<file path="src/bgr_ycc_pkg.sv">
// ----------------------------------------------------------------------------
// bgr_ycc_pkg
// Types and constants for the BGR pixel-pair to YCbCr 4:2:0 converter.
// ----------------------------------------------------------------------------
`default_nettype none

package bgr_ycc_pkg;

  // configuration register indexes
  typedef enum logic [0:0] {
    CFG_PAIRS_PER_ROW  = 1'b0,
    CFG_ROW_PAIR_COUNT = 1'b1
  } cfg_reg_e;

  localparam int unsigned CfgDataW = 12;

  localparam logic [CfgDataW-1:0] PairsPerRowRst  = 12'd960;
  localparam logic [CfgDataW-1:0] RowPairCountRst = 12'd540;

  // row groups per frame are capped at this count
  localparam int unsigned MaxRowGroups = 2048;
  localparam int unsigned GroupW       = 11;

  // bt.601 studio-range coefficients, 8 fractional bits
  localparam logic [15:0] KLumaR   = 16'd66;
  localparam logic [15:0] KLumaG   = 16'd129;
  localparam logic [15:0] KLumaB   = 16'd25;
  localparam logic [15:0] KCbR     = 16'd38;   // subtracted
  localparam logic [15:0] KCbG     = 16'd74;   // subtracted
  localparam logic [15:0] KCbB     = 16'd112;
  localparam logic [15:0] KCrR     = 16'd112;
  localparam logic [15:0] KCrG     = 16'd94;   // subtracted
  localparam logic [15:0] KCrB     = 16'd18;   // subtracted
  localparam logic [15:0] RoundBias = 16'd128;
  localparam logic [7:0]  LumaOffset   = 8'd16;
  localparam logic [7:0]  ChromaOffset = 8'd128;

  typedef struct packed {
    logic [7:0] blue_first;
    logic [7:0] green_first;
    logic [7:0] red_first;
    logic [7:0] blue_second;
    logic [7:0] green_second;
    logic [7:0] red_second;
  } pair_in_t;

  typedef struct packed {
    logic [7:0] luma_first;
    logic [7:0] luma_second;
    logic [7:0] chroma_blue;
    logic [7:0] chroma_red;
    logic       chroma_valid;
    logic       row_end;
    logic       frame_end;
  } pair_out_t;

endpackage

`default_nettype wire

</file>
<file path="src/bgr_to_ycbcr_420_converter_core.sv">
// ----------------------------------------------------------------------------
// bgr_to_ycbcr_420_converter_core
// BGR pixel pairs in, BT.601 studio-range luma pairs out, with 4:2:0 chroma
// from even rows and row / frame end markers.
// ----------------------------------------------------------------------------
//
//  channel | direction | handshake                | payload
//  --------+-----------+--------------------------+----------------------------
//  in      | in        | in_valid_i / in_ready_o  | in_data_i  (pair_in_t)
//  out     | out       | out_valid_o / out_ready_i| out_data_o (pair_out_t)
//  cfg     | in        | cfg_valid_i / cfg_ready_o| cfg_index_i, cfg_data_i
//
//  one request is taken every clock while the output is not stalled; a
//  result passes the capture stage, then the result stage, and is then
//  valid on out_valid_o / out_data_o
//  the rate is set by the two-entry pipeline: each stage moves on when the
//  one after it is empty or drains in the same cycle
//  reset clears the counters, the pipeline valid bits and loads the
//  register defaults (960 pairs per row, 540 row groups)
//  configuration writes are always taken
//
`default_nettype none

module bgr_to_ycbcr_420_converter_core
  import bgr_ycc_pkg::*;
#(
  parameter int unsigned MAX_PAIRS_PER_ROW = 2048
) (
  input  wire logic                clk_i,
  input  wire logic                rst_ni,
  // pixel pair requests
  input  wire logic                in_valid_i,
  output logic                     in_ready_o,
  input  wire pair_in_t            in_data_i,
  // results
  output logic                     out_valid_o,
  input  wire logic                out_ready_i,
  output pair_out_t                out_data_o,
  // configuration writes
  input  wire logic                cfg_valid_i,
  output logic                     cfg_ready_o,
  input  wire cfg_reg_e            cfg_index_i,
  input  wire logic [CfgDataW-1:0] cfg_data_i
);

  // column counter only needs to reach the largest last column
  localparam int unsigned ColW = (MAX_PAIRS_PER_ROW > 1) ? $clog2(MAX_PAIRS_PER_ROW) : 1;
  // compare width wide enough for both the register and the cap
  localparam int unsigned CapW = $clog2(MAX_PAIRS_PER_ROW + 1);
  localparam int unsigned CmpW = (CapW > CfgDataW) ? CapW : CfgDataW;
  localparam logic [CmpW-1:0] ColCap = CmpW'(MAX_PAIRS_PER_ROW);
  localparam logic [CfgDataW-1:0] GroupCap = CfgDataW'(MaxRowGroups);

  // --------------------------------------------------------------------------
  // arithmetic helpers
  // --------------------------------------------------------------------------
  function automatic logic [7:0] luma_of(input logic [7:0] r, input logic [7:0] g,
                                         input logic [7:0] b);
    logic [15:0] acc;
    acc = KLumaR * {8'd0, r} + KLumaG * {8'd0, g} + KLumaB * {8'd0, b} + RoundBias;
    return acc[15:8] + LumaOffset;
  endfunction

  // modulo 2^16 arithmetic; the true sum plus the offset bias is always
  // positive and below 2^16, so bits 15:8 give the offset chroma directly
  function automatic logic [7:0] chroma_of(input logic [15:0] pr, input logic [15:0] pg,
                                           input logic [15:0] pb,
                                           input logic [15:0] nr, input logic [15:0] ng,
                                           input logic [15:0] nb);
    logic [15:0] acc;
    acc = pr + pg + pb - nr - ng - nb + RoundBias + {ChromaOffset, 8'd0};
    return acc[15:8];
  endfunction

  // --------------------------------------------------------------------------
  // configuration registers
  // --------------------------------------------------------------------------
  logic [CfgDataW-1:0] pairs_per_row_q;
  logic [CfgDataW-1:0] row_pair_count_q;

  assign cfg_ready_o = 1'b1;

  always_ff @(posedge clk_i or negedge rst_ni) begin
    if (!rst_ni) begin
      pairs_per_row_q  <= PairsPerRowRst;
      row_pair_count_q <= RowPairCountRst;
    end else if (cfg_valid_i && cfg_ready_o) begin
      unique case (cfg_index_i)
        CFG_PAIRS_PER_ROW:  pairs_per_row_q  <= cfg_data_i;
        CFG_ROW_PAIR_COUNT: row_pair_count_q <= cfg_data_i;
        default: ;
      endcase
    end
  end

  // effective sizes: zero acts as one, oversize acts as the cap
  logic [CmpW-1:0]     ppr_wide;
  logic [CmpW-1:0]     cols_eff;
  logic [ColW-1:0]     col_last;
  logic [CfgDataW-1:0] rows_eff;
  logic [GroupW-1:0]   group_last;

  assign ppr_wide = CmpW'(pairs_per_row_q);

  always_comb begin
    if (ppr_wide == '0) begin
      cols_eff = CmpW'(1);
    end else if (ppr_wide > ColCap) begin
      cols_eff = ColCap;
    end else begin
      cols_eff = ppr_wide;
    end
    col_last = ColW'(cols_eff - CmpW'(1));

    if (row_pair_count_q == '0) begin
      rows_eff = CfgDataW'(1);
    end else if (row_pair_count_q > GroupCap) begin
      rows_eff = GroupCap;
    end else begin
      rows_eff = row_pair_count_q;
    end
    group_last = GroupW'(rows_eff - CfgDataW'(1));
  end

  // --------------------------------------------------------------------------
  // pipeline handshake
  // --------------------------------------------------------------------------
  logic s1_valid_q;
  logic out_valid_q;
  logic s2_en;
  logic s1_en;
  logic in_fire;

  assign s2_en      = !out_valid_q || out_ready_i;
  assign s1_en      = !s1_valid_q || s2_en;
  assign in_ready_o = s1_en;
  assign in_fire    = in_valid_i && in_ready_o;

  always_ff @(posedge clk_i or negedge rst_ni) begin
    if (!rst_ni) begin
      s1_valid_q  <= 1'b0;
      out_valid_q <= 1'b0;
    end else begin
      if (s1_en) begin
        s1_valid_q <= in_valid_i;
      end
      if (s2_en) begin
        out_valid_q <= s1_valid_q;
      end
    end
  end

  // --------------------------------------------------------------------------
  // position counters, advanced on every accepted request
  // --------------------------------------------------------------------------
  logic [ColW-1:0]   column_q,  column_d;
  logic              odd_row_q, odd_row_d;
  logic [GroupW-1:0] group_q,   group_d;
  logic              row_last;
  logic              frame_last;

  // a counter at or past the last position (register lowered) ends here
  assign row_last   = column_q >= col_last;
  assign frame_last = row_last && odd_row_q && (group_q >= group_last);

  always_comb begin
    column_d  = column_q;
    odd_row_d = odd_row_q;
    group_d   = group_q;
    if (!row_last) begin
      column_d = column_q + ColW'(1);
    end else begin
      column_d  = '0;
      odd_row_d = !odd_row_q;
      if (odd_row_q) begin
        group_d = frame_last ? '0 : group_q + GroupW'(1);
      end
    end
  end

  always_ff @(posedge clk_i or negedge rst_ni) begin
    if (!rst_ni) begin
      column_q  <= '0;
      odd_row_q <= 1'b0;
      group_q   <= '0;
    end else if (in_fire) begin
      column_q  <= column_d;
      odd_row_q <= odd_row_d;
      group_q   <= group_d;
    end
  end

  // --------------------------------------------------------------------------
  // capture stage: pixels and their position flags
  // --------------------------------------------------------------------------
  pair_in_t s1_pix_q;
  logic     s1_odd_q;
  logic     s1_row_end_q;
  logic     s1_frame_end_q;

  always_ff @(posedge clk_i) begin
    if (in_fire) begin
      s1_pix_q       <= in_data_i;
      s1_odd_q       <= odd_row_q;
      s1_row_end_q   <= row_last;
      s1_frame_end_q <= frame_last;
    end
  end

  // --------------------------------------------------------------------------
  // result stage: colour conversion
  // --------------------------------------------------------------------------
  logic [8:0]  sum_b, sum_g, sum_r;
  logic [15:0] avg_b, avg_g, avg_r;
  pair_out_t   res_d;
  pair_out_t   res_q;

  always_comb begin
    // truncated pair average per channel
    sum_b = {1'b0, s1_pix_q.blue_first}  + {1'b0, s1_pix_q.blue_second};
    sum_g = {1'b0, s1_pix_q.green_first} + {1'b0, s1_pix_q.green_second};
    sum_r = {1'b0, s1_pix_q.red_first}   + {1'b0, s1_pix_q.red_second};
    avg_b = {8'd0, sum_b[8:1]};
    avg_g = {8'd0, sum_g[8:1]};
    avg_r = {8'd0, sum_r[8:1]};

    res_d.luma_first  = luma_of(s1_pix_q.red_first, s1_pix_q.green_first,
                                s1_pix_q.blue_first);
    res_d.luma_second = luma_of(s1_pix_q.red_second, s1_pix_q.green_second,
                                s1_pix_q.blue_second);
    if (!s1_odd_q) begin
      res_d.chroma_blue  = chroma_of(16'd0, 16'd0, KCbB * avg_b,
                                     KCbR * avg_r, KCbG * avg_g, 16'd0);
      res_d.chroma_red   = chroma_of(KCrR * avg_r, 16'd0, 16'd0,
                                     16'd0, KCrG * avg_g, KCrB * avg_b);
      res_d.chroma_valid = 1'b1;
    end else begin
      // odd rows carry neutral chroma
      res_d.chroma_blue  = ChromaOffset;
      res_d.chroma_red   = ChromaOffset;
      res_d.chroma_valid = 1'b0;
    end
    res_d.row_end   = s1_row_end_q;
    res_d.frame_end = s1_frame_end_q;
  end

  always_ff @(posedge clk_i) begin
    if (s2_en && s1_valid_q) begin
      res_q <= res_d;
    end
  end

  assign out_valid_o = out_valid_q;
  assign out_data_o  = res_q;

endmodule

`default_nettype wire
</file>
<file path="config.mk">
export PLATFORM = sky130hd
export DESIGN_NAME = bgr_to_ycbcr_420_converter_core
export DESIGN_NICKNAME = d
export VERILOG_FILES = /design/src/bgr_ycc_pkg.sv /design/src/bgr_to_ycbcr_420_converter_core.sv
export SDC_FILE = /design/constraint.sdc
export NUM_CORES = 1
export LEC_CHECK = 0
export BUFFER_PORTS_ARGS = -buffer_cell sky130_fd_sc_hd__buf_2
export CORE_ASPECT_RATIO = 0.5
export CORE_MARGIN = 10
export CORE_UTILIZATION = 55
export CTS_BUF_LIST = sky130_fd_sc_hd__clkbuf_8
export DETAILED_ROUTE_END_ITERATION = 6
export PLACE_DENSITY = 0.73
export SETUP_SLACK_MARGIN = 0.2
export SYNTH_ARGS = -nofsm -noshare
export SYNTH_HDL_FRONTEND = slang
export SYNTH_SLANG_ARGS = --single-unit
</file>
<file path="constraint.sdc">
create_clock -name clk_i -period 8 [get_ports clk_i]
set_input_delay 0.8 -clock clk_i [delete_from_list [all_inputs] [get_ports clk_i]]
set_output_delay 0.8 -clock clk_i [all_outputs]
set_load 0.05 [all_outputs]
</file>
==> flow_summary.ini, run 1 <==
[timing]
worst_slack_ns = 0.510
rsz0062_at_grt = no
setup_viol = 0
fin_tns_setup_ns = 0
fin_skew_ns = 0.0229
tightestPinTransition_ns = 1.08
max_freq_ghz = 0.134
relSlewSlack_pct = 27.8
fin_hold_ws_ns = 0.425
fin_crit_ns = 7.49
fin_crit_sh_pct = 93.6
hold_violations = 0
drv_slew = 0

[global_route]
grt-ovfl-total = 0
grt_busiest_layer = met2
grtUsageMet2_pct = 36.1
grt_pass1_wl_um = 59500
grt_max_degree = 50
grt_usage_pct = 20.5
gr-usage-met3_pct = 3.81
grt_use_met1_pct = 24.4
grt_pass1_vias = 12100
antenna_found_initial = 1

[synthesis]
ys_types = 70
yosysTopAreaCellShare_pct = 26.9
ys_seq_area_share_pct = 24.3
synth_top_cell_by_area = ha_1
synth_xor_xnor_area_share_pct = 5.92
synthAdderAreaFrac_pct = 41.5
yosys.area_share.simple_pct = 8.69
synthArstFlopShare_pct = 36.3
synth_edf_count = 86
post_synth_instance_area_mm2 = 0.0157
syn_nets = 2029
synth_top_family_by_area = adder cells
ys_top_cells_by_area = ha_1, edfxtp_1, fa_1, dfrtp_1, inv_1
synthFlopType = edfxtp_1
postSynthAreaPerCell_um2 = 10.4
yosys_warnings = 0
ys_seq_elements = 135
synth_cells = 1512
synth_compound_area_share_pct = 11.1
synth.mux.area_fraction_pct = 2.05

[placement]
dp.final_hpwl_um = 30000
gp_congestion = 0.938
post-place-ws_ns = 0.281
io_buffer_count = 102
dp_cells = 1991

[hold_path]
hp-start = s1_frame_end_q$_DFFE_PP_
holdPathStages = 0
min_path_type = reg2reg
min_delay_worst_endpoint = out_data_o[0]$_DFFE_PP_

[worst_setup_path]
required_ns = 8.34
r2r-start = s1_pix_q[8]$_DFFE_PP_
reg2regPathDepth = 26
crit_path_top_delay_cell = xor2_1
worst_path_dominant_cell_family = adder cells
critPathBufInv = 3
crit_fanout = 5
worstPathArrival_ns = 7.83
path_common_cell = ha_1
r2r-end = out_data_o[10]$_SDFFCE_PP1P_
rrSetupSlack_ns = 0.51
cp-start-kind = register
critical_path_class = reg2reg
slowest_delay_ns = 0.66
end_kind = register

[layout]
regArea_mm2 = 0.00382
multi_input_area_mm2 = 0.0109
fin_nets = 2146
area_growth_pct = 9.48
n_fill_cell = 2354
final_cells = 2025
drive_above_1_share_pct = 12.2

[clock_network]
holdBufCountCts = 0
clk_latency_ns = 0.49
clk_path_buf_depth = 2
cts_root_buffer = clkbuf_8
cts_buffers = 17
clkTransAtPathRegs_ns = 0.09
cts_tree = done
htreeDepth = 4
numClockSinks = 135

[floorplan]
ioPinCount = 104
initial_core_util_pct = 56.3
num_rows = 43
coreArea_mm2 = 0.0279
dieArea_mm2 = 0.0361
die_w_um = 259
die_h_um = 139

[run]
cap_violations = 0

[detailed_routing]
viasPerCell = 5.55
first_pass_iters = 7
route.detailed.drc = 0
detail_route.iter0.violations = 556
num_vias = 11200
wirelength_um = 35800
wl_per_cell_um = 17.7
ant_nets = 0

[run_status]
status = finished clean
==> cells by family (layout without fill, tap and decap cells) <==
| family | Yosys count | in the layout |
|---|---|---|
| XOR/XNOR | 106 | 106 |
| buffers and inverters | 266 | 396 |
| multiplexers | 29 | 29 |
| flip-flops | 135 | 135 |
| AND/OR/NAND/NOR | 261 | 261 |
| other | 1 | 2 |
| AO/OA/AOI/OAI | 262 | 262 |
| adder cells (fa/ha/maj) | 452 | 452 |
==> worst max path at each step <==
stage | start | endpoint | slack (ns) | cells after the start
detailed placement | s1_pix_q[8]$_DFFE_PP_ | out_data_o[10]$_SDFFCE_PP1P_ | 0.28 | 30
floorplan | s1_pix_q[8]$_DFFE_PP_ | out_data_o[10]$_SDFFCE_PP1P_ | 0.75 | 30
finish | s1_pix_q[8]$_DFFE_PP_ | out_data_o[10]$_SDFFCE_PP1P_ | 0.51 | 26
global route | s1_pix_q[8]$_DFFE_PP_ | out_data_o[10]$_SDFFCE_PP1P_ | 0.14 | 26
global placement | s1_pix_q[8]$_DFFE_PP_ | out_data_o[10]$_SDFFCE_PP1P_ | 0.53 | 30
CTS | s1_pix_q[8]$_DFFE_PP_ | out_data_o[10]$_SDFFCE_PP1P_ | 0.24 | 30
==> cell usage in the layout, fill, tap and decap left out, types with 4 or more instances in the layout <==
cell	instances
o21ai_0	36
o22ai_1	6
a21boi_0	6
xor2_1	20
edfxtp_1	86
and2_1	6
nor2b_1	20
a31oi_1	7
and3_1	18
nand2b_1	22
o21a_1	14
mux2_2	25
o31ai_1	4
nand4_1	12
o21bai_1	28
nand3_1	17
a21o_1	32
fa_1	114
nand2_1	40
a21oi_2	7
buf_2	102
o2bb2ai_1	6
or3_1	6
inv_1	255
nor3_1	32
dfrtp_1	41
a211oi_1	8
dfstp_2	8
clkbuf_8	21
o211ai_1	9
ha_1	337
nor2_1	64
xnor2_1	82
a21oi_1	70
buf_4	6
a22o_1	6
mux2i_1	4
==> state kept, by name (all words and copies together) (netlist names) <==
register          count
s1_pix_q             48
out_data_o           35
pairs_per_row_q      12
row_pair_count_q     12
column_q             11
group_q              11
odd_row_q             1
out_valid_o           1
s1_frame_end_q        1
s1_odd_q              1
s1_row_end_q          1
s1_valid_q            1
==> what timing repair did <==
action,4_1_cts,5_1_grt
buffers inserted,0,1
gates resized for setup,0,11
setup endpoints to repair,0,6
==> stage by stage <==
| step | utilization (%) | instance area (um2) |
|---|---|---|
| finish | 61.6 | 17200 |
| CTS | 61.4 | 17100 |
| floorplan | - | 15700 |
| global route | 61.6 | 17200 |
| detailed placement | 59.8 | 16700 |
| global placement | 59.8 | 16700 |
==> synth_stat cells (4+ instances only) <==
| cell type | number |
|---|---|
| xnor2_1 | 85 |
| inv_1 | 254 |
| a31oi_1 | 7 |
| dfstp_2 | 8 |
| a21boi_0 | 6 |
| o21bai_1 | 28 |
| o22ai_1 | 6 |
| clkbuf_1 | 9 |
| fa_1 | 114 |
| o21ai_0 | 36 |
| dfrtp_1 | 41 |
| xor2_1 | 21 |
| nor2_1 | 64 |
| and2_1 | 7 |
| a22o_1 | 6 |
| nand2_1 | 40 |
| nand2b_1 | 22 |
| or3_1 | 6 |
| o31ai_1 | 4 |
| a21oi_1 | 75 |
| nor3_1 | 32 |
| a21o_1 | 32 |
| o21a_1 | 14 |
| o211ai_1 | 9 |
| nand4_1 | 12 |
| nor2b_1 | 20 |
| mux2i_1 | 4 |
| ha_1 | 337 |
| edfxtp_1 | 86 |
| mux2_2 | 25 |
| nand3_1 | 17 |
| a211oi_1 | 8 |
| o2bb2ai_1 | 6 |
| and3_1 | 18 |
==> metal layers <==
layer	share of wire, %	routed length, um
met1	43	15500
met2	50	17900
met3	3.8	1380
met4	2.8	1020
met5	0	0
==> area by class of cell <==
type	count	share of cell area (%)
clock buffer	21	1.68
sequential	135	22.2
inverter	256	5.60
timing repair buffer	108	3.24
antenna	1	0.0146
clock inverter	11	0.853
tap	382	2.78
multi-input combinational	1111	63.6
Power of run 1 is not shown: default switching activity piles up to over one toggle a cycle in this logic, so the estimate is an artifact.
==> inputs of run 2 (changes only) <==
--- a/config.mk
+++ b/config.mk
@@ -6,12 +6,14 @@
 export NUM_CORES = 1
 export LEC_CHECK = 0
 export BUFFER_PORTS_ARGS = -buffer_cell sky130_fd_sc_hd__buf_2
+export CELL_PAD_IN_SITES_DETAIL_PLACEMENT = 1
+export CELL_PAD_IN_SITES_GLOBAL_PLACEMENT = 1
 export CORE_ASPECT_RATIO = 0.5
 export CORE_MARGIN = 10
-export CORE_UTILIZATION = 55
+export CORE_UTILIZATION = 51
 export CTS_BUF_LIST = sky130_fd_sc_hd__clkbuf_8
 export DETAILED_ROUTE_END_ITERATION = 6
-export PLACE_DENSITY = 0.73
+export PLACE_DENSITY_LB_ADDON = 0.1
 export SETUP_SLACK_MARGIN = 0.2
 export SYNTH_ARGS = -nofsm -noshare
 export SYNTH_HDL_FRONTEND = slang
==> flow_summary.ini, run 2 (same netlist as run 1, synthesis figures left out) <==
[timing]
max_freq_ghz = 0.135
fin_skew_ns = 0.0135
fin_crit_ns = 7.41
tightestPinTransition_ns = 1.13
relSlewSlack_pct = 24.3
fin_tns_setup_ns = 0
setup_viol = 0
hold_violations = 0
rsz0062_at_grt = no
fin_crit_sh_pct = 92.6
drv_slew = 0

[clock_network]
clkTransAtPathRegs_ns = 0.09
holdBufCountCts = 0
cts_buffers = 17
clk_latency_ns = 0.50
clk_path_buf_depth = 2
cts_root_buffer = clkbuf_8
numClockSinks = 135
cts_tree = done
htreeDepth = 4

[worst_setup_path]
end_kind = register
worstPathArrival_ns = 7.75
r2r-start = s1_pix_q[25]$_DFFE_PP_
rrSetupSlack_ns = 0.59
required_ns = 8.34
crit_fanout = 6
crit_path_top_delay_cell = fa_1
reg2regPathDepth = 26
r2r-end = out_data_o[18]$_SDFFCE_PP1P_
path_common_cell = a21oi_1
critical_path_class = reg2reg
cp-start-kind = register
slowest_delay_ns = 0.57

[layout]
fin_nets = 2151
final_cell_mix = ha_1, inv_1, fa_1
n_fill_cell = 3336
multi_input_area_mm2 = 0.0109
regArea_mm2 = 0.00382
largest_register_ffs = 48
largest_register = s1_pix_q
drive_above_1_share_pct = 12.7
area_growth_pct = 9.67
mostFrequentLayoutCell = ha_1

[placement]
io_buffer_count = 102
dp.final_hpwl_um = 34200
gp_congestion = 0.858

[global_route]
grt_pass1_vias = 12800
grt_pass1_wl_um = 66600
antenna_found_initial = 6
grt_usage_pct = 22.0
grt_max_degree = 50
grt-ovfl-total = 0

[floorplan]
dieArea_mm2 = 0.0386
coreArea_mm2 = 0.0303
initial_core_util_pct = 51.8
die_h_um = 144
num_rows = 45
die_w_um = 268
ioPinCount = 104

[run_status]
status = finished clean

[detailed_routing]
wl_per_cell_um = 19.9
first_pass_iters = 5
route.detailed.drc = 0
viasPerCell = 5.57
num_vias = 11400
detail_route.iter0.violations = 435
ant_nets = 0
wirelength_um = 40700

[hold_path]
min_path_type = reg2reg
min_delay_worst_endpoint = out_data_o[1]$_DFFE_PP_
holdPathStages = 0
hp-start = s1_row_end_q$_DFFE_PP_

[run]
cap_violations = 0
run 2: area by class of cell:
class                   instances  area share (%)
clock buffers                  17            1.36
flip-flops and latches        135            22.2
clock inverters                15           0.946
well taps                     399            2.90
repair buffers                113            3.45
diodes                          4          0.0582
multi-input cells            1111            63.5
inverters                     256            5.59
run 2: worst max path at each step:
| stage | slack, ns | start | end | depth (start not counted) |
|---|---|---|---|---|
| floorplan | 0.75 | s1_pix_q[8]$_DFFE_PP_ | out_data_o[10]$_SDFFCE_PP1P_ | 30 |
| global placement | 0.45 | s1_pix_q[8]$_DFFE_PP_ | out_data_o[10]$_SDFFCE_PP1P_ | 30 |
| detailed placement | 0.25 | s1_pix_q[8]$_DFFE_PP_ | out_data_o[10]$_SDFFCE_PP1P_ | 30 |
| CTS | 0.28 | s1_pix_q[8]$_DFFE_PP_ | out_data_o[10]$_SDFFCE_PP1P_ | 30 |
| global route | 0.21 | s1_pix_q[9]$_DFFE_PP_ | out_data_o[10]$_SDFFCE_PP1P_ | 29 |
| finish | 0.59 | s1_pix_q[25]$_DFFE_PP_ | out_data_o[18]$_SDFFCE_PP1P_ | 26 |
run 2: metal layers:
metal | track usage, % | routed length [um] | vias up
met5 | 0 | 41 | -
met4 | 5.29 | 666 | 6
met3 | 3.83 | 1230 | 50
met2 | 41.0 | 21200 | 146
met1 | 25.9 | 17600 | 5739
li1 | - | - | 5484
run 2: repair_timing:
action	4_1_cts	5_1_grt
resized for setup	1	12
setup endpoints to repair	1	6
pin swaps	0	1
buffers inserted	0	5
run 2: worst max-delay path: cells and delay by family, from the launching register on:
| family | cells | cell delay (ns) |
|---|---|---|
| adders and majority gates | 7 | 2.73 |
| and+or+nand+nor | 1 | 0.21 |
| AOI/OAI and AO/OA | 13 | 2.54 |
| xor gates and xnor gates | 2 | 0.67 |
| buffers and inverters | 2 | 0.39 |
| muxes | 1 | 0.20 |
| DFF | 1 | 0.52 |
run 2: stage by stage:
| step | setup WS (ns) | cells | area, um2 | utilization [%] | hold WS, ns |
|---|---|---|---|---|---|
| finish | 0.590 | 2050 | 17200 | 56.8 | 0.425 |
| global route | 0.206 | 2046 | 17200 | 56.7 | 0.436 |
| detailed placement | 0.245 | 2009 | 16700 | 55.1 | 0.406 |
| CTS | 0.284 | 2041 | 17100 | 56.4 | 0.426 |
| floorplan | 0.752 | 1512 | 15700 | - | 0.400 |
| global placement | 0.453 | 2009 | 16700 | 55.1 | 0.403 |
Power of run 2 is left out for the same reason.
